### src/design/cpu_operand_fetch_sequencer_top_macros.svh
// assertion macros for the operand fetch sequencer
`ifndef CPU_OPERAND_FETCH_SEQUENCER_TOP_MACROS_SVH
`define CPU_OPERAND_FETCH_SEQUENCER_TOP_MACROS_SVH

// same-cycle implication, checked on every rising clock edge outside reset
`define COFS_ASSERT_IMPL(label, ante, cons, msg) \
   label: assert property (@(posedge clock) disable iff (reset) (ante) |-> (cons)) \
      else $error(msg);

// next-cycle implication
`define COFS_ASSERT_NEXT(label, ante, cons, msg) \
   label: assert property (@(posedge clock) disable iff (reset) (ante) |=> (cons)) \
      else $error(msg);

`endif

### src/design/cofs_pkg.sv
`timescale 1ns / 1ps

package cofs_pkg;

   // item kinds on the request channel
   localparam logic OP_START = 1'b0;
   localparam logic OP_DATA  = 1'b1;

   // result kinds
   localparam logic KIND_READ   = 1'b0;
   localparam logic KIND_FINISH = 1'b1;

   // addressing modes
   localparam logic [4:0] MODE_NONE   = 5'd0;
   localparam logic [4:0] MODE_IMP    = 5'd1;
   localparam logic [4:0] MODE_R      = 5'd2;
   localparam logic [4:0] MODE_R_R    = 5'd3;
   localparam logic [4:0] MODE_R_D8   = 5'd4;
   localparam logic [4:0] MODE_R_D16  = 5'd5;
   localparam logic [4:0] MODE_D16    = 5'd6;
   localparam logic [4:0] MODE_MR_R   = 5'd7;
   localparam logic [4:0] MODE_R_MR   = 5'd8;
   localparam logic [4:0] MODE_R_HLI  = 5'd9;
   localparam logic [4:0] MODE_R_HLD  = 5'd10;
   localparam logic [4:0] MODE_HLI_R  = 5'd11;
   localparam logic [4:0] MODE_HLD_R  = 5'd12;
   localparam logic [4:0] MODE_R_A8   = 5'd13;
   localparam logic [4:0] MODE_A8_R   = 5'd14;
   localparam logic [4:0] MODE_HL_SPR = 5'd15;
   localparam logic [4:0] MODE_D8     = 5'd16;
   localparam logic [4:0] MODE_A16_R  = 5'd17;
   localparam logic [4:0] MODE_D16_R  = 5'd18;
   localparam logic [4:0] MODE_MR_D8  = 5'd19;
   localparam logic [4:0] MODE_MR     = 5'd20;
   localparam logic [4:0] MODE_R_A16  = 5'd21;

   localparam logic [15:0] HIGH_PAGE = 16'hFF00;

   localparam int QUEUE_DEPTH = 2;

   typedef enum logic [1:0] {
      LOAD_KEEP = 2'd0,
      LOAD_REG1 = 2'd1,
      LOAD_REG2 = 2'd2
   } load_sel_type;

   // what a start beat does, worked out from its own fields
   typedef struct packed {
      logic         is_request;
      logic [15:0]  req_addr;
      load_sel_type load_sel;
      logic         dest_mem;
      logic [15:0]  dest_addr;
      logic         hl_inc;
      logic         hl_dec;
      logic         bad;
   } start_dec_type;

   // one queue entry
   typedef struct packed {
      logic          op;
      logic [4:0]    mode;
      logic [15:0]   reg1;
      logic [15:0]   reg2;
      logic [15:0]   hl;
      logic [15:0]   pc;
      logic [7:0]    bus_data;
      start_dec_type dec;
   } fetch_beat_type;

   typedef struct packed {
      logic        kind;
      logic [15:0] read_address;
      logic [15:0] operand;
      logic [15:0] memory_destination;
      logic        dest_is_memory;
      logic [15:0] new_pc;
      logic        hl_update;
      logic [15:0] new_hl;
      logic [1:0]  machine_cycles;
      logic        bad_mode;
   } rsp_beat_type;

endpackage

### src/design/cofs_front.sv
`timescale 1ns / 1ps

module cofs_front import cofs_pkg::*; (
   input  logic           req_op,
   input  logic [4:0]     req_mode,
   input  logic [15:0]    req_reg1_value,
   input  logic [15:0]    req_reg2_value,
   input  logic           req_reg1_is_c,
   input  logic           req_reg2_is_c,
   input  logic [15:0]    req_hl_value,
   input  logic [15:0]    req_pc_value,
   input  logic [7:0]     req_bus_data,
   output fetch_beat_type beat
);

   start_dec_type dec;
   logic [15:0]   reg1_page;
   logic [15:0]   reg2_page;

   assign reg1_page = req_reg1_value | (req_reg1_is_c ? HIGH_PAGE : 16'd0);
   assign reg2_page = req_reg2_value | (req_reg2_is_c ? HIGH_PAGE : 16'd0);

   always_comb begin
      dec = '0;
      dec.load_sel = LOAD_KEEP;
      unique case (req_mode) inside
         MODE_NONE, MODE_IMP: begin
         end
         MODE_R: begin
            dec.load_sel = LOAD_REG1;
         end
         MODE_R_R: begin
            dec.load_sel = LOAD_REG2;
         end
         MODE_MR_R: begin
            dec.load_sel  = LOAD_REG2;
            dec.dest_mem  = 1'b1;
            dec.dest_addr = reg1_page;
         end
         MODE_HLI_R, MODE_HLD_R: begin
            dec.load_sel  = LOAD_REG2;
            dec.dest_mem  = 1'b1;
            dec.dest_addr = req_reg1_value;
            dec.hl_inc    = (req_mode == MODE_HLI_R);
            dec.hl_dec    = (req_mode == MODE_HLD_R);
         end
         MODE_R_D8, MODE_R_D16, MODE_D16, MODE_R_A8, MODE_A8_R, MODE_HL_SPR, MODE_D8,
         MODE_A16_R, MODE_D16_R, MODE_MR_D8, MODE_R_A16: begin
            dec.is_request = 1'b1;
            dec.req_addr   = req_pc_value;
         end
         MODE_R_MR: begin
            dec.is_request = 1'b1;
            dec.req_addr   = reg2_page;
         end
         MODE_R_HLI, MODE_R_HLD: begin
            dec.is_request = 1'b1;
            dec.req_addr   = req_reg2_value;
         end
         MODE_MR: begin
            dec.is_request = 1'b1;
            dec.req_addr   = req_reg1_value;
         end
         default: begin
            dec.bad = 1'b1;
         end
      endcase
   end

   always_comb begin
      beat.op       = req_op;
      beat.mode     = req_mode;
      beat.reg1     = req_reg1_value;
      beat.reg2     = req_reg2_value;
      beat.hl       = req_hl_value;
      beat.pc       = req_pc_value;
      beat.bus_data = req_bus_data;
      beat.dec      = dec;
   end

endmodule

### src/design/cofs_queue.sv
`timescale 1ns / 1ps

module cofs_queue import cofs_pkg::*; (
   input  logic           clock,
   input  logic           reset,
   input  logic           push,
   input  fetch_beat_type push_beat,
   input  logic           pop,
   output logic           full,
   output logic           head_valid,
   output fetch_beat_type head_beat
);

   localparam int PtrW = $clog2(QUEUE_DEPTH);

   fetch_beat_type entry_ff [QUEUE_DEPTH];
   logic [PtrW-1:0] wr_ptr_ff, wr_ptr_in;
   logic [PtrW-1:0] rd_ptr_ff, rd_ptr_in;
   logic [PtrW:0]   count_ff, count_in;
   logic            do_push;
   logic            do_pop;

   assign full       = (count_ff == (PtrW+1)'(QUEUE_DEPTH));
   assign head_valid = (count_ff != '0);
   assign head_beat  = entry_ff[rd_ptr_ff];
   assign do_push    = push && !full;
   assign do_pop     = pop && head_valid;

   // pointer wrap at the depth
   always_comb begin
      wr_ptr_in = wr_ptr_ff;
      rd_ptr_in = rd_ptr_ff;
      count_in  = count_ff;
      if (do_push) begin
         wr_ptr_in = (wr_ptr_ff == PtrW'(QUEUE_DEPTH - 1)) ? '0 : wr_ptr_ff + PtrW'(1);
      end
      if (do_pop) begin
         rd_ptr_in = (rd_ptr_ff == PtrW'(QUEUE_DEPTH - 1)) ? '0 : rd_ptr_ff + PtrW'(1);
      end
      if (do_push && !do_pop) begin
         count_in = count_ff + (PtrW+1)'(1);
      end else if (!do_push && do_pop) begin
         count_in = count_ff - (PtrW+1)'(1);
      end
   end

   always_ff @(posedge clock) begin
      if (reset) begin
         wr_ptr_ff <= '0;
         rd_ptr_ff <= '0;
         count_ff  <= '0;
      end else begin
         wr_ptr_ff <= wr_ptr_in;
         rd_ptr_ff <= rd_ptr_in;
         count_ff  <= count_in;
      end
   end

   always_ff @(posedge clock) begin
      if (do_push) begin
         entry_ff[wr_ptr_ff] <= push_beat;
      end
   end

endmodule

### src/design/cofs_back.sv
`timescale 1ns / 1ps

module cofs_back import cofs_pkg::*; (
   input  logic           clock,
   input  logic           reset,
   input  logic           head_valid,
   input  fetch_beat_type head_beat,
   output logic           pop,
   input  logic           rsp_stall,
   output logic           rsp_valid,
   output rsp_beat_type   rsp_beat
);

   typedef enum logic [3:0] {
      STEP_IDLE  = 4'b0001,
      STEP_READ1 = 4'b0010,
      STEP_READ2 = 4'b0100,
      STEP_READ3 = 4'b1000
   } step_type;

   step_type     step_ff, step_in;
   logic [4:0]   held_mode_ff, held_mode_in;
   logic [15:0]  held_pc_ff, held_pc_in;
   logic [15:0]  held_reg1_ff, held_reg1_in;
   logic [15:0]  held_reg2_ff, held_reg2_in;
   logic [15:0]  held_hl_ff, held_hl_in;
   logic [7:0]   low_byte_ff, low_byte_in;
   logic [15:0]  last_fetched_ff, last_fetched_in;
   logic [1:0]   cycle_count_ff, cycle_count_in;
   logic         rsp_valid_ff, rsp_valid_in;
   rsp_beat_type rsp_ff, rsp_in;

   logic         out_free;
   logic         emit;
   logic         is_req;
   logic [15:0]  req_addr;
   logic [15:0]  dest;
   logic         mem;
   logic [1:0]   pc_add;
   logic         hl_inc;
   logic         hl_dec;
   logic         bad;
   logic [15:0]  pc_base;
   logic [15:0]  hl_base;
   logic [15:0]  pc_sum;
   logic [15:0]  hl_next;
   logic [15:0]  word;
   logic [7:0]   data;

   assign out_free = !rsp_valid_ff || !rsp_stall;
   assign pop      = head_valid && out_free;
   assign data     = head_beat.bus_data;
   assign word     = {data, low_byte_ff};

   always_comb begin
      step_in         = step_ff;
      held_mode_in    = held_mode_ff;
      held_pc_in      = held_pc_ff;
      held_reg1_in    = held_reg1_ff;
      held_reg2_in    = held_reg2_ff;
      held_hl_in      = held_hl_ff;
      low_byte_in     = low_byte_ff;
      last_fetched_in = last_fetched_ff;
      cycle_count_in  = cycle_count_ff;
      emit     = 1'b0;
      is_req   = 1'b0;
      req_addr = '0;
      dest     = '0;
      mem      = 1'b0;
      pc_add   = 2'd0;
      hl_inc   = 1'b0;
      hl_dec   = 1'b0;
      bad      = 1'b0;
      pc_base  = held_pc_ff;
      hl_base  = held_hl_ff;
      if (pop) begin
         if (head_beat.op == OP_START) begin
            // a start beat drops any pending fetch
            emit           = 1'b1;
            held_mode_in   = head_beat.mode;
            held_pc_in     = head_beat.pc;
            held_reg1_in   = head_beat.reg1;
            held_reg2_in   = head_beat.reg2;
            held_hl_in     = head_beat.hl;
            cycle_count_in = 2'd0;
            pc_base        = head_beat.pc;
            hl_base        = head_beat.hl;
            is_req         = head_beat.dec.is_request;
            req_addr       = head_beat.dec.req_addr;
            dest           = head_beat.dec.dest_addr;
            mem            = head_beat.dec.dest_mem;
            hl_inc         = head_beat.dec.hl_inc;
            hl_dec         = head_beat.dec.hl_dec;
            bad            = head_beat.dec.bad;
            case (head_beat.dec.load_sel)
               LOAD_REG1: last_fetched_in = head_beat.reg1;
               LOAD_REG2: last_fetched_in = head_beat.reg2;
               default:   last_fetched_in = last_fetched_ff;
            endcase
            step_in = head_beat.dec.is_request ? STEP_READ1 : STEP_IDLE;
         end else if (step_ff != STEP_IDLE) begin
            // bus data beat answering the pending read
            emit           = 1'b1;
            cycle_count_in = cycle_count_ff + 2'd1;
            step_in        = STEP_IDLE;
            unique case (held_mode_ff) inside
               MODE_R_D8, MODE_R_A8, MODE_HL_SPR, MODE_D8: begin
                  last_fetched_in = {8'd0, data};
                  pc_add          = 2'd1;
               end
               MODE_A8_R: begin
                  dest   = {8'd0, data} | HIGH_PAGE;
                  mem    = 1'b1;
                  pc_add = 2'd1;
               end
               MODE_MR_D8: begin
                  last_fetched_in = {8'd0, data};
                  dest            = held_reg1_ff;
                  mem             = 1'b1;
                  pc_add          = 2'd1;
               end
               MODE_R_MR: begin
                  last_fetched_in = {8'd0, data};
               end
               MODE_R_HLI, MODE_R_HLD: begin
                  last_fetched_in = {8'd0, data};
                  hl_inc          = (held_mode_ff == MODE_R_HLI);
                  hl_dec          = (held_mode_ff == MODE_R_HLD);
               end
               MODE_MR: begin
                  last_fetched_in = {8'd0, data};
                  dest            = held_reg1_ff;
                  mem             = 1'b1;
               end
               MODE_R_D16, MODE_D16, MODE_A16_R, MODE_D16_R, MODE_R_A16: begin
                  unique case (step_ff)
                     STEP_READ1: begin
                        low_byte_in = data;
                        is_req      = 1'b1;
                        req_addr    = held_pc_ff + 16'd1;
                        step_in     = STEP_READ2;
                     end
                     STEP_READ2: begin
                        pc_add = 2'd2;
                        if (held_mode_ff == MODE_R_A16) begin
                           is_req   = 1'b1;
                           req_addr = word;
                           step_in  = STEP_READ3;
                        end else if (held_mode_ff == MODE_A16_R ||
                                     held_mode_ff == MODE_D16_R) begin
                           last_fetched_in = held_reg2_ff;
                           dest            = word;
                           mem             = 1'b1;
                        end else begin
                           last_fetched_in = word;
                        end
                     end
                     default: begin
                        last_fetched_in = {8'd0, data};
                        pc_add          = 2'd2;
                     end
                  endcase
               end
               default: begin
               end
            endcase
         end
      end

      pc_sum = pc_base + {14'd0, pc_add};
      if (hl_inc) begin
         hl_next = hl_base + 16'd1;
      end else if (hl_dec) begin
         hl_next = hl_base - 16'd1;
      end else begin
         hl_next = hl_base;
      end

      rsp_in = '0;
      if (is_req) begin
         rsp_in.kind         = KIND_READ;
         rsp_in.read_address = req_addr;
      end else begin
         rsp_in.kind               = KIND_FINISH;
         rsp_in.operand            = last_fetched_in;
         rsp_in.memory_destination = mem ? dest : 16'd0;
         rsp_in.dest_is_memory     = mem;
         rsp_in.new_pc             = pc_sum;
         rsp_in.hl_update          = hl_inc || hl_dec;
         rsp_in.new_hl             = hl_next;
         rsp_in.machine_cycles     = cycle_count_in;
         rsp_in.bad_mode           = bad;
      end

      rsp_valid_in = out_free ? emit : rsp_valid_ff;
   end

   always_ff @(posedge clock) begin
      if (reset) begin
         step_ff         <= STEP_IDLE;
         last_fetched_ff <= '0;
         cycle_count_ff  <= '0;
         rsp_valid_ff    <= 1'b0;
      end else begin
         step_ff         <= step_in;
         last_fetched_ff <= last_fetched_in;
         cycle_count_ff  <= cycle_count_in;
         rsp_valid_ff    <= rsp_valid_in;
      end
   end

   always_ff @(posedge clock) begin
      held_mode_ff <= held_mode_in;
      held_pc_ff   <= held_pc_in;
      held_reg1_ff <= held_reg1_in;
      held_reg2_ff <= held_reg2_in;
      held_hl_ff   <= held_hl_in;
      low_byte_ff  <= low_byte_in;
      if (emit) begin
         rsp_ff <= rsp_in;
      end
   end

   assign rsp_valid = rsp_valid_ff;
   assign rsp_beat  = rsp_ff;

endmodule

### src/design/cpu_operand_fetch_sequencer_top.sv
`timescale 1ns / 1ps
`include "cpu_operand_fetch_sequencer_top_macros.svh"

// Operand fetch sequencer for an 8-bit CPU. A start beat (op 0) brings the addressing
// mode and the register, HL and PC values; a data beat (op 1) brings the byte read for
// the last bus read request. Every start beat, and every data beat while a read is
// pending, gives exactly one result beat: either a bus read request (kind 0) or the
// finished fetch (kind 1) with operand, memory destination, new PC, HL update, read
// count and an unknown-mode flag. Data beats with no read pending are dropped without
// a result. The block takes one beat per cycle while req_stall is low: a front stage
// classifies the mode of a start beat, a two-entry queue decouples it from the back
// stage, which holds the fetch state and registers one result per cycle unless rsp_stall
// holds back the last one. An accepted beat passes through a queue entry and then the
// result register; req_stall rises only when the queue is full because rsp_stall has held back results.
module cpu_operand_fetch_sequencer_top import cofs_pkg::*; (
   input  logic        clock,
   input  logic        reset,
   // request channel
   input  logic        req_valid,
   output logic        req_stall,
   input  logic        req_op,
   input  logic [4:0]  req_mode,
   input  logic [15:0] req_reg1_value,
   input  logic [15:0] req_reg2_value,
   input  logic        req_reg1_is_c,
   input  logic        req_reg2_is_c,
   input  logic [15:0] req_hl_value,
   input  logic [15:0] req_pc_value,
   input  logic [7:0]  req_bus_data,
   // result channel
   output logic        rsp_valid,
   input  logic        rsp_stall,
   output logic        rsp_kind,
   output logic [15:0] rsp_read_address,
   output logic [15:0] rsp_operand,
   output logic [15:0] rsp_memory_destination,
   output logic        rsp_dest_is_memory,
   output logic [15:0] rsp_new_pc,
   output logic        rsp_hl_update,
   output logic [15:0] rsp_new_hl,
   output logic [1:0]  rsp_machine_cycles,
   output logic        rsp_bad_mode
);

   fetch_beat_type front_beat;
   fetch_beat_type head_beat;
   logic           q_full;
   logic           head_valid;
   logic           pop;
   rsp_beat_type   rsp_beat;

   // front: decode the addressing mode of a start beat
   cofs_front u_front (
      .req_op         (req_op),
      .req_mode       (req_mode),
      .req_reg1_value (req_reg1_value),
      .req_reg2_value (req_reg2_value),
      .req_reg1_is_c  (req_reg1_is_c),
      .req_reg2_is_c  (req_reg2_is_c),
      .req_hl_value   (req_hl_value),
      .req_pc_value   (req_pc_value),
      .req_bus_data   (req_bus_data),
      .beat           (front_beat)
   );

   // queue between front and back, the only source of backpressure on the input
   cofs_queue u_queue (
      .clock      (clock),
      .reset      (reset),
      .push       (req_valid),
      .push_beat  (front_beat),
      .pop        (pop),
      .full       (q_full),
      .head_valid (head_valid),
      .head_beat  (head_beat)
   );

   assign req_stall = q_full;

   // back: fetch state, read sequencing and the result register
   cofs_back u_back (
      .clock      (clock),
      .reset      (reset),
      .head_valid (head_valid),
      .head_beat  (head_beat),
      .pop        (pop),
      .rsp_stall  (rsp_stall),
      .rsp_valid  (rsp_valid),
      .rsp_beat   (rsp_beat)
   );

   // result fields out to the ports
   assign rsp_kind               = rsp_beat.kind;
   assign rsp_read_address       = rsp_beat.read_address;
   assign rsp_operand            = rsp_beat.operand;
   assign rsp_memory_destination = rsp_beat.memory_destination;
   assign rsp_dest_is_memory     = rsp_beat.dest_is_memory;
   assign rsp_new_pc             = rsp_beat.new_pc;
   assign rsp_hl_update          = rsp_beat.hl_update;
   assign rsp_new_hl             = rsp_beat.new_hl;
   assign rsp_machine_cycles     = rsp_beat.machine_cycles;
   assign rsp_bad_mode           = rsp_beat.bad_mode;

   // an unknown mode finishes at once with no side effects
   `COFS_ASSERT_IMPL(a_bad_mode_clean, rsp_valid && rsp_bad_mode,
      rsp_kind == KIND_FINISH && rsp_machine_cycles == 2'd0 && !rsp_dest_is_memory
      && !rsp_hl_update, "bad mode result carries side effects")
   // a read request carries no finish information
   `COFS_ASSERT_IMPL(a_read_req_clean, rsp_valid && rsp_kind == KIND_READ,
      !rsp_hl_update && !rsp_bad_mode && !rsp_dest_is_memory && rsp_machine_cycles == 2'd0,
      "read request carries finish fields")
   // a result beat taken while the queue was full frees space on the next cycle
   `COFS_ASSERT_NEXT(a_queue_drains, req_stall && rsp_valid && !rsp_stall && !req_valid,
      !req_stall, "queue did not drain after a result was taken")

endmodule

### config.mk
export PLATFORM = sky130hd
export DESIGN_NAME = cpu_operand_fetch_sequencer_top
export DESIGN_NICKNAME = d
export VERILOG_FILES = /design/src/design/cofs_pkg.sv /design/src/design/cofs_front.sv /design/src/design/cofs_queue.sv /design/src/design/cofs_back.sv /design/src/design/cpu_operand_fetch_sequencer_top.sv
export VERILOG_INCLUDE_DIRS = /design/src /design/src/design
export SDC_FILE = /design/constraint.sdc
export NUM_CORES = 1
export LEC_CHECK = 0
export BUFFER_PORTS_ARGS = -buffer_cell sky130_fd_sc_hd__buf_2
export CAP_MARGIN = 25
export CORE_MARGIN = 4
export CORE_UTILIZATION = 30
export CTS_BUF_LIST = sky130_fd_sc_hd__clkbuf_4 sky130_fd_sc_hd__clkbuf_8 sky130_fd_sc_hd__clkbuf_16
export DETAILED_ROUTE_END_ITERATION = 8
export HOLD_SLACK_MARGIN = 0.03
export PLACE_DENSITY = 0.56
export SLEW_MARGIN = 25
export SYNTH_ARGS = -nofsm -noshare
export SYNTH_HDL_FRONTEND = slang
export SYNTH_SLANG_ARGS = --single-unit
export TNS_END_PERCENT = 10
### constraint.sdc
create_clock -name clock -period 6.8 [get_ports clock]
set_input_delay 0.34 -clock clock [delete_from_list [all_inputs] [get_ports clock]]
set_output_delay 0.34 -clock clock [all_outputs]
set_load 0.005 [all_outputs]
; ---- Word level (Yosys, flattened, before mapping)
; Memory sizes are Yosys's and may differ from the RTL's. A register that Yosys moved wholly into a read port is not among the register bits.
; Index checks and enable logic that the tools add are counted.
[totals]
register_bits = 190
ramBits = 234
out_inout_bits = 88
elab_cells = 193
mem_count = 1
[classes]
n_addsub = 9
eq_ne = 43
muxes = 79
bitwise = 5
n_reduce_logical = 33
[mem_list]
columns = memory, depth, width, rd, rd_clocked_by_memory_dff, wr, line
row1 = u_queue.entry_ff, 2, 117, 1, 1, 1, cofs_queue.sv:16  ; fetch_beat_type entry_ff [QUEUE_DEPTH];
[ops]
columns = operator, count
row1 = 16-bit two-way mux, 22
row2 = 16-bit one-hot mux with 2 select lines, 4
row3 = "5-bit by 4-bit equality test with 1-bit output, second input constant", 14
row4 = 17-bit one-hot mux with 4 select lines, 1
row5 = "5-bit equality test, second input constant", 12
row6 = 16-bit one-hot mux with 3 select lines, 1
row7 = "5-bit by 3-bit equality test with 1-bit output, second input constant", 7
row8 = 17-bit one-hot mux with 2 select lines, 1
row9 = "16-bit by 1-bit adder with 16-bit output, second input constant", 2
row10 = 16-bit OR, 2
row11 = 1-bit two-way mux, 30
row12 = 2-bit two-way mux, 11
row13 = 22-bit OR reduction, 1
row14 = 16-bit by 2-bit adder with 16-bit output, 1
row15 = 4-bit two-way mux, 4
row16 = "16-bit by 1-bit subtractor with 16-bit output, second input constant", 1
row17 = 11-bit OR reduction, 1
row18 = "5-bit by 2-bit equality test with 1-bit output, second input constant", 2
row19 = 3-bit OR reduction, 3
row20 = 9-bit OR reduction, 1
row21 = 2-bit one-hot mux with 2 select lines, 2
row22 = 4-bit one-hot mux with 2 select lines, 1
row23 = 2-bit OR reduction, 4
row24 = 2-bit AND reduction, 3
row25 = other kinds (21), 38

; ---- Depth between registers and ports, before layout
; Gate-level depths: netlist of the first run.
[depth]
ltp_word = 11
ltp_mapped = 17
ltp_nobuf = 12

; ---- By module
; Synthesis of the first run repeated with hierarchy kept, for this count alone.
[unflattened]
hier_cells = 1572
area_unflattened_um2 = 20081.8
[by_module_without_submodules]
columns = mod, instances, cells_each, area_per_inst_um2, seq_area_each_um2
row1 = cofs_back, 1, 1013, 10019.6, 5034.8
row2 = cofs_queue, 1, 389, 8773.4, 7126.8
row3 = cofs_front, 1, 170, 1288.7, 0.0

; ---- Worst setup path before layout of the first run
; OpenSTA, ideal clock, no wires.
[synth_timing]
path_type = register -> register
start = register u_queue.count_ff[0]
end = memory u_queue.entry_ff[0][0] in the netlist's numbering, enable pin
arrival_time_ns = 5.533
required_time_ns = 6.206
slack_ns = 0.673
path_stages_with_launch = 4
n_path_buf = 0
synth_period_minus_slack_ns = 6.127
cell_sequence = dfxtp_1 > nand2b_1 > nand2_1 > nor2_1
[synth_between]
elab_chain_len = 5
[synth_lines]
columns = element, line
row1 = start: declaration, cofs_queue.sv:19  ; logic [PtrW:0] count_ff, count_in;
row2 = start signal: assignment, cofs_queue.sv:55  ; count_ff <= count_in;
row3 = 2-bit equality test, cofs_queue.sv:23  ; assign full = (count_ff == (PtrW+1)'(QUEUE_DEPTH));
row4 = 1-bit zero test, cofs_queue.sv:26  ; assign do_push = push && !full;
row5 = 1-bit logical AND, cofs_queue.sv:26
row6 = 1-bit two-way mux, cofs_queue.sv:60  ; if (do_push) begin
row7 = 1-bit two-way mux (implied by the code), cofs_queue.sv:61  ; entry_ff[wr_ptr_ff] <= push_beat;
row8 = end: declaration, cofs_queue.sv:16
; No other way between the ends.

; ---- Final worst setup path of the first run
[layout_timing]
start = register u_back.held_mode_ff[2]
end = register u_back.rsp_ff (netlist bit u_back.rsp_beat[49]), data pin
[layout_between]
elab_chain_len = 11
word_cells_on_any_way = 33
classes_between = eq/ne (8) / mux (19) / bitwise (1) / reduce/logical (5)
[layout_lines]
columns = element, line
row1 = start: declaration, cofs_back.sv:22  ; logic [4:0] held_mode_ff, held_mode_in;
row2 = start signal: assignment, cofs_back.sv:213  ; held_mode_ff <= held_mode_in;
row3 = "5-bit equality test, on equally long branches", "cofs_back.sv:149, cofs_back.sv:150"
row4 = 1-bit logical OR, cofs_back.sv:149  ; end else if (held_mode_ff == MODE_A16_R ||
row5 = 1-bit two-way mux, cofs_back.sv:149
row6 = 1-bit two-way mux, cofs_back.sv:145  ; if (held_mode_ff == MODE_R_A16) begin
row7 = 1-bit two-way mux, cofs_back.sv:136  ; unique case (step_ff)
row8 = 1-bit one-hot mux with 2 select lines, cofs_back.sv:106  ; unique case (held_mode_ff) inside
row9 = 1-bit two-way mux, cofs_back.sv:101  ; end else if (step_ff != STEP_IDLE) begin
row10 = 1-bit two-way mux, cofs_back.sv:77  ; if (head_beat.op == OP_START) begin
row11 = 1-bit two-way mux, cofs_back.sv:76  ; if (pop) begin
row12 = 1-bit NOT (no source line), n/a
row13 = 3-bit OR reduction (no source line), n/a
row14 = end signal: assignment, cofs_back.sv:220  ; rsp_ff <= rsp_in;
row15 = end: declaration, cofs_back.sv:31  ; rsp_beat_type rsp_ff, rsp_in;
; Several ways; a longest one is shown, not always the timed one.
; A chain may end at the register's enable or synchronous reset.

==> results.md, run 1 <==
* Reg-to-Reg End: u_back.rsp_beat[49]$_SDFFCE_PP0P_
* Sequential share of power at 41.9%
* Worst r2r src: u_back.held_mode_ff[2]$_DFFE_PP_
* Final hold violation count at 0
* Yosys warns at 0
* Post-route minimum period at 4.16 ns
* # H-tree levels at 2
* Switching Power at 0.00331 W
* Prevailing post-synth register cell: edfxtp_1
* Ys async rst share at 0%
* WL final at 54900 microns
* Synth top area cells: edfxtp_1 (60%), dfxtp_1 (6.5%), mux2i_1 (4.1%)
* Pleak at 8.02 nW
* Iteration-0 DRC Markers at 1141
* Int Pwr at 0.00630 W
* PD cells at 428 mW/mm^2
* EDFF count, synth at 365
* Hold worst-path end: u_queue.entry_ff[1][103]$_DFFE_PP_
* Sink Count at 425
* Multi-input logic area at 0.00581 sq mm
* Share of cells above drive strength 1 at 21.9%
* Slew of the pin with the lowest slew margin at 1.09 ns
* Register area at 0.0122 sq mm
* Max-Cap Viols at 0
* Final Cycle Share at 61.1%
* Largest net degree at the start of global routing at 118
* Distinct cells, synth at 75
* Via count at 12453
* Cell area after layout at 0.0225 sq mm
* Worst endpoint required time at 7.09 ns
* First-pass GRT wire length at 81200 microns
* Routed len/inst at 22.6 microns
* GRT Total Usage at 16.2%
* DP HPWL at 37200 microns
* Vias in the first global route at 12386
* Cts repair resizes at 0
* Die W at 256 microns
* Die H at 256 microns
* Worst IR Drop VDD at 214 uV
* Synthesized cell area at 0.0184 sq mm
* Root buffer cell: clkbuf_16
* Final clock skew at 0.0405 ns
* Fillers at 5754
* Routability Congestion at 0.867
* Initial antenna violation count at 1
* ANT nets after route at 0
* # IOs at 172
* Worst hold-check path type: input port to flop
* Seq/Total Area, Yosys at 66.1%
* Sw Ratio at 34.4%
* Cells after Synth at 1382
* Max-slew headroom at 27.0%
* Core Area at 0.0605 sq mm
* Yosys top cell area share at 59.6%
* First-pass detailed-route iteration total at 6
* Die ar. at 0.0653 sq mm
* Antenna fix cells at 0
* Worst setup SP type: flop
* Clock power frac at 27.5%
* Total global routing overflow at 0
* CTS tree: yes
* Hold Slack at 0.0668 ns
* Flops & latches, synth at 425
* Synthesized area per cell at 13.3 sq um
* Critical path data arrival time at 4.44 ns
* Status: finished, final reports clean
* Worst R2R Setup Slack at 2.64 ns
* CP max FO at 37
* Crit path cell chain: a21o_1 > a2111oi_2 > o211ai_1 > nand2_2 > inv_2 > o21ai_2 > nor2_1
* Num rows at 90
* Hold Crit Start: req_reg1_value[8]
* Dpl cell area at 0.0201 sq mm
* Syn_nets at 1475
* Hold depth at 1
* Number of nets in the layout at 1706
* R2R depth at 7
* Slowest cell on crit path: nand2_2
* RSZ-0062 raised after global routing: false
* Slew Limit Fails at 0
* Beginning of the critical path: u_back.held_mode_ff[2]$_DFFE_PP_
* Synth area leader: edfxtp_1
* Achievable Freq at 0.241 GHz
* Residual DRC at 0
* Clock transition at path regs at 0.06 ns
* Final setup viols at 0
* DR vias/cell at 5.12
* Total CTS buffers at 47
* Initial Util at 30.4%
* Critical setup path kind: flop to flop
* Clk_lat worst skew at 0.59 ns
* Buffers on Ports at 171
* Comb pwr share at 30.5%
* CP max stage delay at 0.72 ns
* Setup_tns at 0 ns
* P&R area growth vs syn at 22.2%
* Max clock buf depth at 3
* Endpoint type of the worst setup path: flop
==> synthesized netlist by cell type, drive strengths merged, types with 8 or more instances <==
cell type and n:
inv 36, nor3 14, edfxtp 365, nand4 10, a221o 17, o2bb2ai 9, o21a 10, o22a 18
mux2 58, buf 32, mux2i 77, ha 8, clkbuf 46, nor2b 25, xnor2 23, nor2 142
a22oi 43, and2 23, a21oi 60, nand2 61, a221oi 8, nand3 41, nand2b 9, dfxtp 60
and3 9, a222oi 15, xor2 20, o21ai 61
==> what timing repair did <==
action,CTS,global route
hold endpoints to repair,134,0
buffers inserted,0,0
hold buffers,68,0
==> power groups by stage <==
stage,Clock [W],Combinational (W),Sequential [W]
after floorplan,0,0.00187,0.00399
after global placement,0,0.00282,0.00406
after detailed placement,0,0.00290,0.00407
after CTS,0.00270,0.00295,0.00403
after global routing,0.00282,0.00319,0.00409
final,0.00265,0.00293,0.00403
==> routing by layer <==
layer  vias up  wire [microns]  global-route usage [%]
li1       5728               -                       -
met1      6199           24800                    22.8
met2       452           25900                    26.5
met3        74            3320                    2.59
met4         0             945                    3.57
met5         -               0                       0
==> critical path: cells and delay by family (launching register included) <==
family                 cells  cell delay, ns
AND/OR/NAND/NOR            2            0.88
flip-flops                 1            0.60
AO/OA/AOI/OAI              4            1.79
buffers and inverters      1            0.60
==> final cells by class <==
class | instances | area share (%)
multi-input combinational | 843 | 25.9
clock inverter | 21 | 1.08
inverter | 36 | 0.602
sequential | 425 | 54.2
timing repair buffer | 260 | 7.72
clock buffer | 67 | 6.23
tap | 782 | 4.36
==> state kept, by name, indices dropped and copies added, names as in the netlist, named ones only <==
register / flops
u_back.cycle_count_ff: 2
u_back.held_hl_ff: 16
u_back.held_mode_ff: 5
u_back.held_pc_ff: 16
u_back.held_reg1_ff: 16
u_back.held_reg2_ff: 16
u_back.last_fetched_ff: 16
u_back.low_byte_ff: 8
u_back.rsp_beat: 86
u_back.rsp_valid: 1
u_back.step_ff: 4
u_queue.count_ff: 2
u_queue.entry_ff: 234
u_queue.rd_ptr_ff: 1
u_queue.wr_ptr_ff: 1
==> metrics by stage <==
stage / util [%] / power (W) / std cells / setup WS [ns]
after global routing: 37.2 / 0.0101 / 2434 / 2.37
after detailed placement: 33.3 / 0.00697 / 2278 / 2.67
final: 37.2 / 0.00961 / 2434 / 2.64
after CTS: 37.1 / 0.00967 / 2434 / 2.64
after floorplan: - / 0.00587 / 1382 / 0.673
after global placement: 33.2 / 0.00688 / 2276 / 2.84
==> how the worst max path moves through the flow <==
stage                                             end  slack [ns]  cells after the start
finish              u_back.rsp_beat[49]$_SDFFCE_PP0P_        2.64                      7
global route        u_back.rsp_beat[49]$_SDFFCE_PP0P_        2.37                      7
CTS                 u_back.rsp_beat[49]$_SDFFCE_PP0P_        2.64                      7
detailed placement  u_back.rsp_beat[47]$_SDFFCE_PP0P_        2.67                      7
global placement    u_back.rsp_beat[40]$_SDFFCE_PP0P_        2.84                      9
floorplan            u_queue.entry_ff[0][0]$_DFFE_PP_        0.67                      3
==> logic make-up (layout without fill, tap and decap cells) <==
kind of cell / Yosys count / in the layout / synth area share (%)
adders and majority gates: 10 / 10 / 0.708
muxes: 135 / 135 / 7.76
buffers and inverters: 114 / 384 / 2.58
AOI/OAI and AO/OA: 285 / 285 / 10.9
xor gates and xnor gates: 43 / 43 / 2.05
DFF: 425 / 425 / 66.1
and+or+nand+nor: 370 / 370 / 9.82
==> layout by cell type (no fill, tap or decap), types with 10 or more instances in the layout <==
master and n:
buf_4 18, and2_1 23, a221o_1 17, dlygate4sd3_1 68, clkbuf_4 12, edfxtp_1 365
clkbuf_16 49, buf_2 171, a22oi_1 43, nor3_1 14, a222oi_1 15, mux2_2 58
xor2_1 20, nor2_1 141, a21oi_1 57, nand3_1 41, o21ai_0 53, xnor2_1 23
mux2i_1 76, dfxtp_1 59, nor2b_1 25, o21a_1 10, nand4_1 10, o22a_1 18
nand2_1 60, inv_1 34, clkinv_2 10
Note: power is estimated with default switching activity, not from simulation.
==> run 2: changes to the inputs <==
--- a/config.mk
+++ b/config.mk
@@ -6,6 +6,7 @@
 export SDC_FILE = /design/constraint.sdc
 export NUM_CORES = 1
 export LEC_CHECK = 0
+export ABC_AREA = 1
 export BUFFER_PORTS_ARGS = -buffer_cell sky130_fd_sc_hd__buf_2
 export CAP_MARGIN = 25
 export CORE_MARGIN = 4
@@ -13,7 +14,7 @@
 export CTS_BUF_LIST = sky130_fd_sc_hd__clkbuf_4 sky130_fd_sc_hd__clkbuf_8 sky130_fd_sc_hd__clkbuf_16
 export DETAILED_ROUTE_END_ITERATION = 8
 export HOLD_SLACK_MARGIN = 0.03
-export PLACE_DENSITY = 0.56
+export PLACE_DENSITY = 0.58
 export SLEW_MARGIN = 25
 export SYNTH_ARGS = -nofsm -noshare
 export SYNTH_HDL_FRONTEND = slang
==> constraint.sdc (replaced) <==
create_clock -name clock -period 3.3 [get_ports clock]
set_input_delay 0.165 -clock clock [delete_from_list [all_inputs] [get_ports clock]]
set_output_delay 0.165 -clock clock [all_outputs]
set_load 0.005 [all_outputs]
==> results.md, run 2 <==
* Status: finished, final reports clean
* Critical setup path kind: flop to flop
* Share of cells above drive strength 1 at 16.6%
* Slew of the pin with the lowest slew margin at 0.818 ns
* Worst IR Drop VDD at 421 uV
* Seq/Total Area, Yosys at 63.2%
* Clock transition at path regs at 0.06 ns
* Post-route minimum period at 2.96 ns
* Most frequent cells in the layout: nand2_1 (618), edfxtp_1 (365), buf_2 (171)
* GRT Total Usage at 17.2%
* Worst endpoint required time at 3.63 ns
* Final setup viols at 0
* DP HPWL at 44300 microns
* Sequential share of power at 38.3%
* Initial Util at 30.4%
* Post-synth top cells: nand2_1 (618), edfxtp_1 (365), inv_1 (161)
* P&R area growth vs syn at 21.9%
* Final Cycle Share at 89.7%
* Final hold violation count at 0
* Cells after Synth at 1937
* Max-Cap Viols at 0
* Num rows at 92
* Total CTS buffers at 43
* Synth top area cells: edfxtp_1 (57%), nand2_1 (12%), dfxtp_1 (6.2%)
* Crit path cell chain: inv_1 > nand2_1 > nand2_2 > nand3_1 > nand3_4 > nand2_1 > inv_2 > nand3_1 > inv_1 > ha_1 > a21oi_1 > nor2_1 > nand3_2 > nor2_4 > nand2_1 > nor2_2 > nor2_1 > o21a_1
* Syn_nets at 2030
* Cell area after layout at 0.0235 sq mm
* RSZ-0062 raised after global routing: false
* CP max stage delay at 0.48 ns
* Distinct cells, synth at 60
* Sink Count at 425
* Die ar. at 0.0683 sq mm
* # H-tree levels at 2
* Final Power at 0.0223 W
* Comb pwr share at 39.0%
* Setup_tns at 0 ns
* Via count at 14917
* Root buffer cell: clkbuf_16
* Worst R2R Setup Slack at 0.34 ns
* Hold-fix buffers, CTS at 80
* Die H at 261 microns
* Number of nets in the layout at 2294
* Critical path buffers and inverters at 3
* Residual DRC at 0
* First-pass GRT wire length at 89100 microns
* Yosys warns at 0
* DR vias/cell at 4.84
* Clock power frac at 22.8%
* Count leader, synth: nand2_1
* Initial antenna violation count at 2
* Int Pwr at 0.0134 W
* Vias in the first global route at 13820
* PD cells at 952 mW/mm^2
* Critical path's top delay family: simple AND/OR/NAND/NOR gates
* CTS tree: yes
* Yosys top cell area share at 56.9%
* Dpl cell area at 0.0212 sq mm
* Achievable Freq at 0.338 GHz
* Most flop-heavy register: u_queue.entry_ff
* Slew Limit Fails at 0
* CP dominant cell by count: nand2_1
* Max clock buf depth at 3
* Routability Congestion at 0.914
* Commonest non-fill, non-tap cell in the layout: nand2_1
* WL final at 60300 microns
* Switching Power at 0.00891 W
* Flops & latches, synth at 425
* Slowest cell on crit path: edfxtp_1
* Synthesized cell area at 0.0192 sq mm
* ANT nets after route at 0
* Endpoint type of the worst setup path: flop
* Synth area leader: edfxtp_1
* EDFF count, synth at 365
* Total global routing overflow at 0
* Final clock skew at 0.0222 ns
* Cts repair resizes at 0
* Worst setup SP type: flop
* Sw Ratio at 39.9%
* Worst hold-check path type: input port to flop
* # IOs at 172
* Ys async rst share at 0%
* Synthesized area per cell at 9.94 sq um
* Die W at 261 microns
* Clk_lat worst skew at 0.59 ns
* First-pass detailed-route iteration total at 8
* Largest register FFs at 234
* CP max FO at 10
* Max-slew headroom at 45.3%
* Critical path data arrival time at 3.29 ns
* Post-CTS Setup Repair Bufs at 0
* Largest net degree at the start of global routing at 71
* Routed len/inst at 19.6 microns
* Iteration-0 DRC Markers at 1553
* Prevailing post-synth register cell: edfxtp_1
* Core Area at 0.0633 sq mm
* Pleak at 9.46 nW
* Buffers on Ports at 171
run 2: changes by cell type in the layout (fill, tap and decap cells not counted), moves of 41 or more:
cell	delta
a21oi_1	+56
nand2_1	+558
a22oi_1	-42
nand3_1	+41
inv_1	+126
mux2i_1	-76
mux2_2	-58
run 2: layout make-up:
type / instances / area (sq um)
antenna: 2 / 5.00
multi-input combinational: 1260 / 6030
clock inverter: 27 / 293
inverter: 171 / 648
fill: 6346 / 39900
clock buffer: 52 / 1170
sequential: 425 / 12200
timing repair buffer: 300 / 2090
tap: 846 / 1060
run 2: final timing paths:
kind	startpoint	endpoint	cells after the start
hold reg to reg	u_queue.rd_ptr_ff$_SDFFE_PP0P_	flop	1
setup / recovery	u_back.held_mode_ff[1]$_DFFE_PP_	u_back.rsp_beat[31]$_SDFFCE_PP0P_	18
hold / removal	req_reg1_is_c	u_queue.entry_ff[0][11]$_DFFE_PP_	3
setup reg to reg	u_back.held_mode_ff[1]$_DFFE_PP_	u_back.rsp_beat[31]$_SDFFCE_PP0P_	18
run 2: per-layer routing:
layer	up-vias	track usage, %	part of all wire (%)
met5	-	0	0
li1	7122	-	-
met1	7162	25.3	46
met4	0	4.64	2.5
met2	549	26.4	45
met3	84	2.77	6.8
run 2: stage by stage:
stage	utilization [%]	hold WS (ns)	setup slack, ns	cells
detailed placement	33.5	0.357	0.383	2922
finish	37.0	0.256	0.340	3083
CTS	37.0	0.238	0.367	3081
global route	37.0	0.258	0.0845	3082
global placement	33.5	0.352	0.337	2922
floorplan	-	0.234	-0.805	1937
run 2: kinds of logic (layout without fill, tap and decap cells):
logic type      Yosys count  count (layout)  synth area share [%]
compound gates          326             326                  10.4
xor+xnor                  5               5                 0.228
fa+ha+maj                 9               9                 0.624
buf+inv                 252             550                  5.56
flops                   425             425                  63.2
other cells               0               2                     0
simple gates            920             920                  20.0
run 2: power by group through the flow:
| stage | sequential (W) | combinational (W) | clock [W] |
|---|---|---|---|
| floorplan | 0.00860 | 0.00519 | 0 |
| global placement | 0.00865 | 0.00853 | 0 |
| detailed placement | 0.00865 | 0.00856 | 0 |
| CTS | 0.00856 | 0.00869 | 0.00519 |
| global route | 0.00867 | 0.00964 | 0.00539 |
| finish | 0.00854 | 0.00870 | 0.00508 |
run 2: worst min-delay path, cell delays in order:
cell and delay (ns):
buf_2 0.09, nand3_1 0.29, nand2_1 0.19
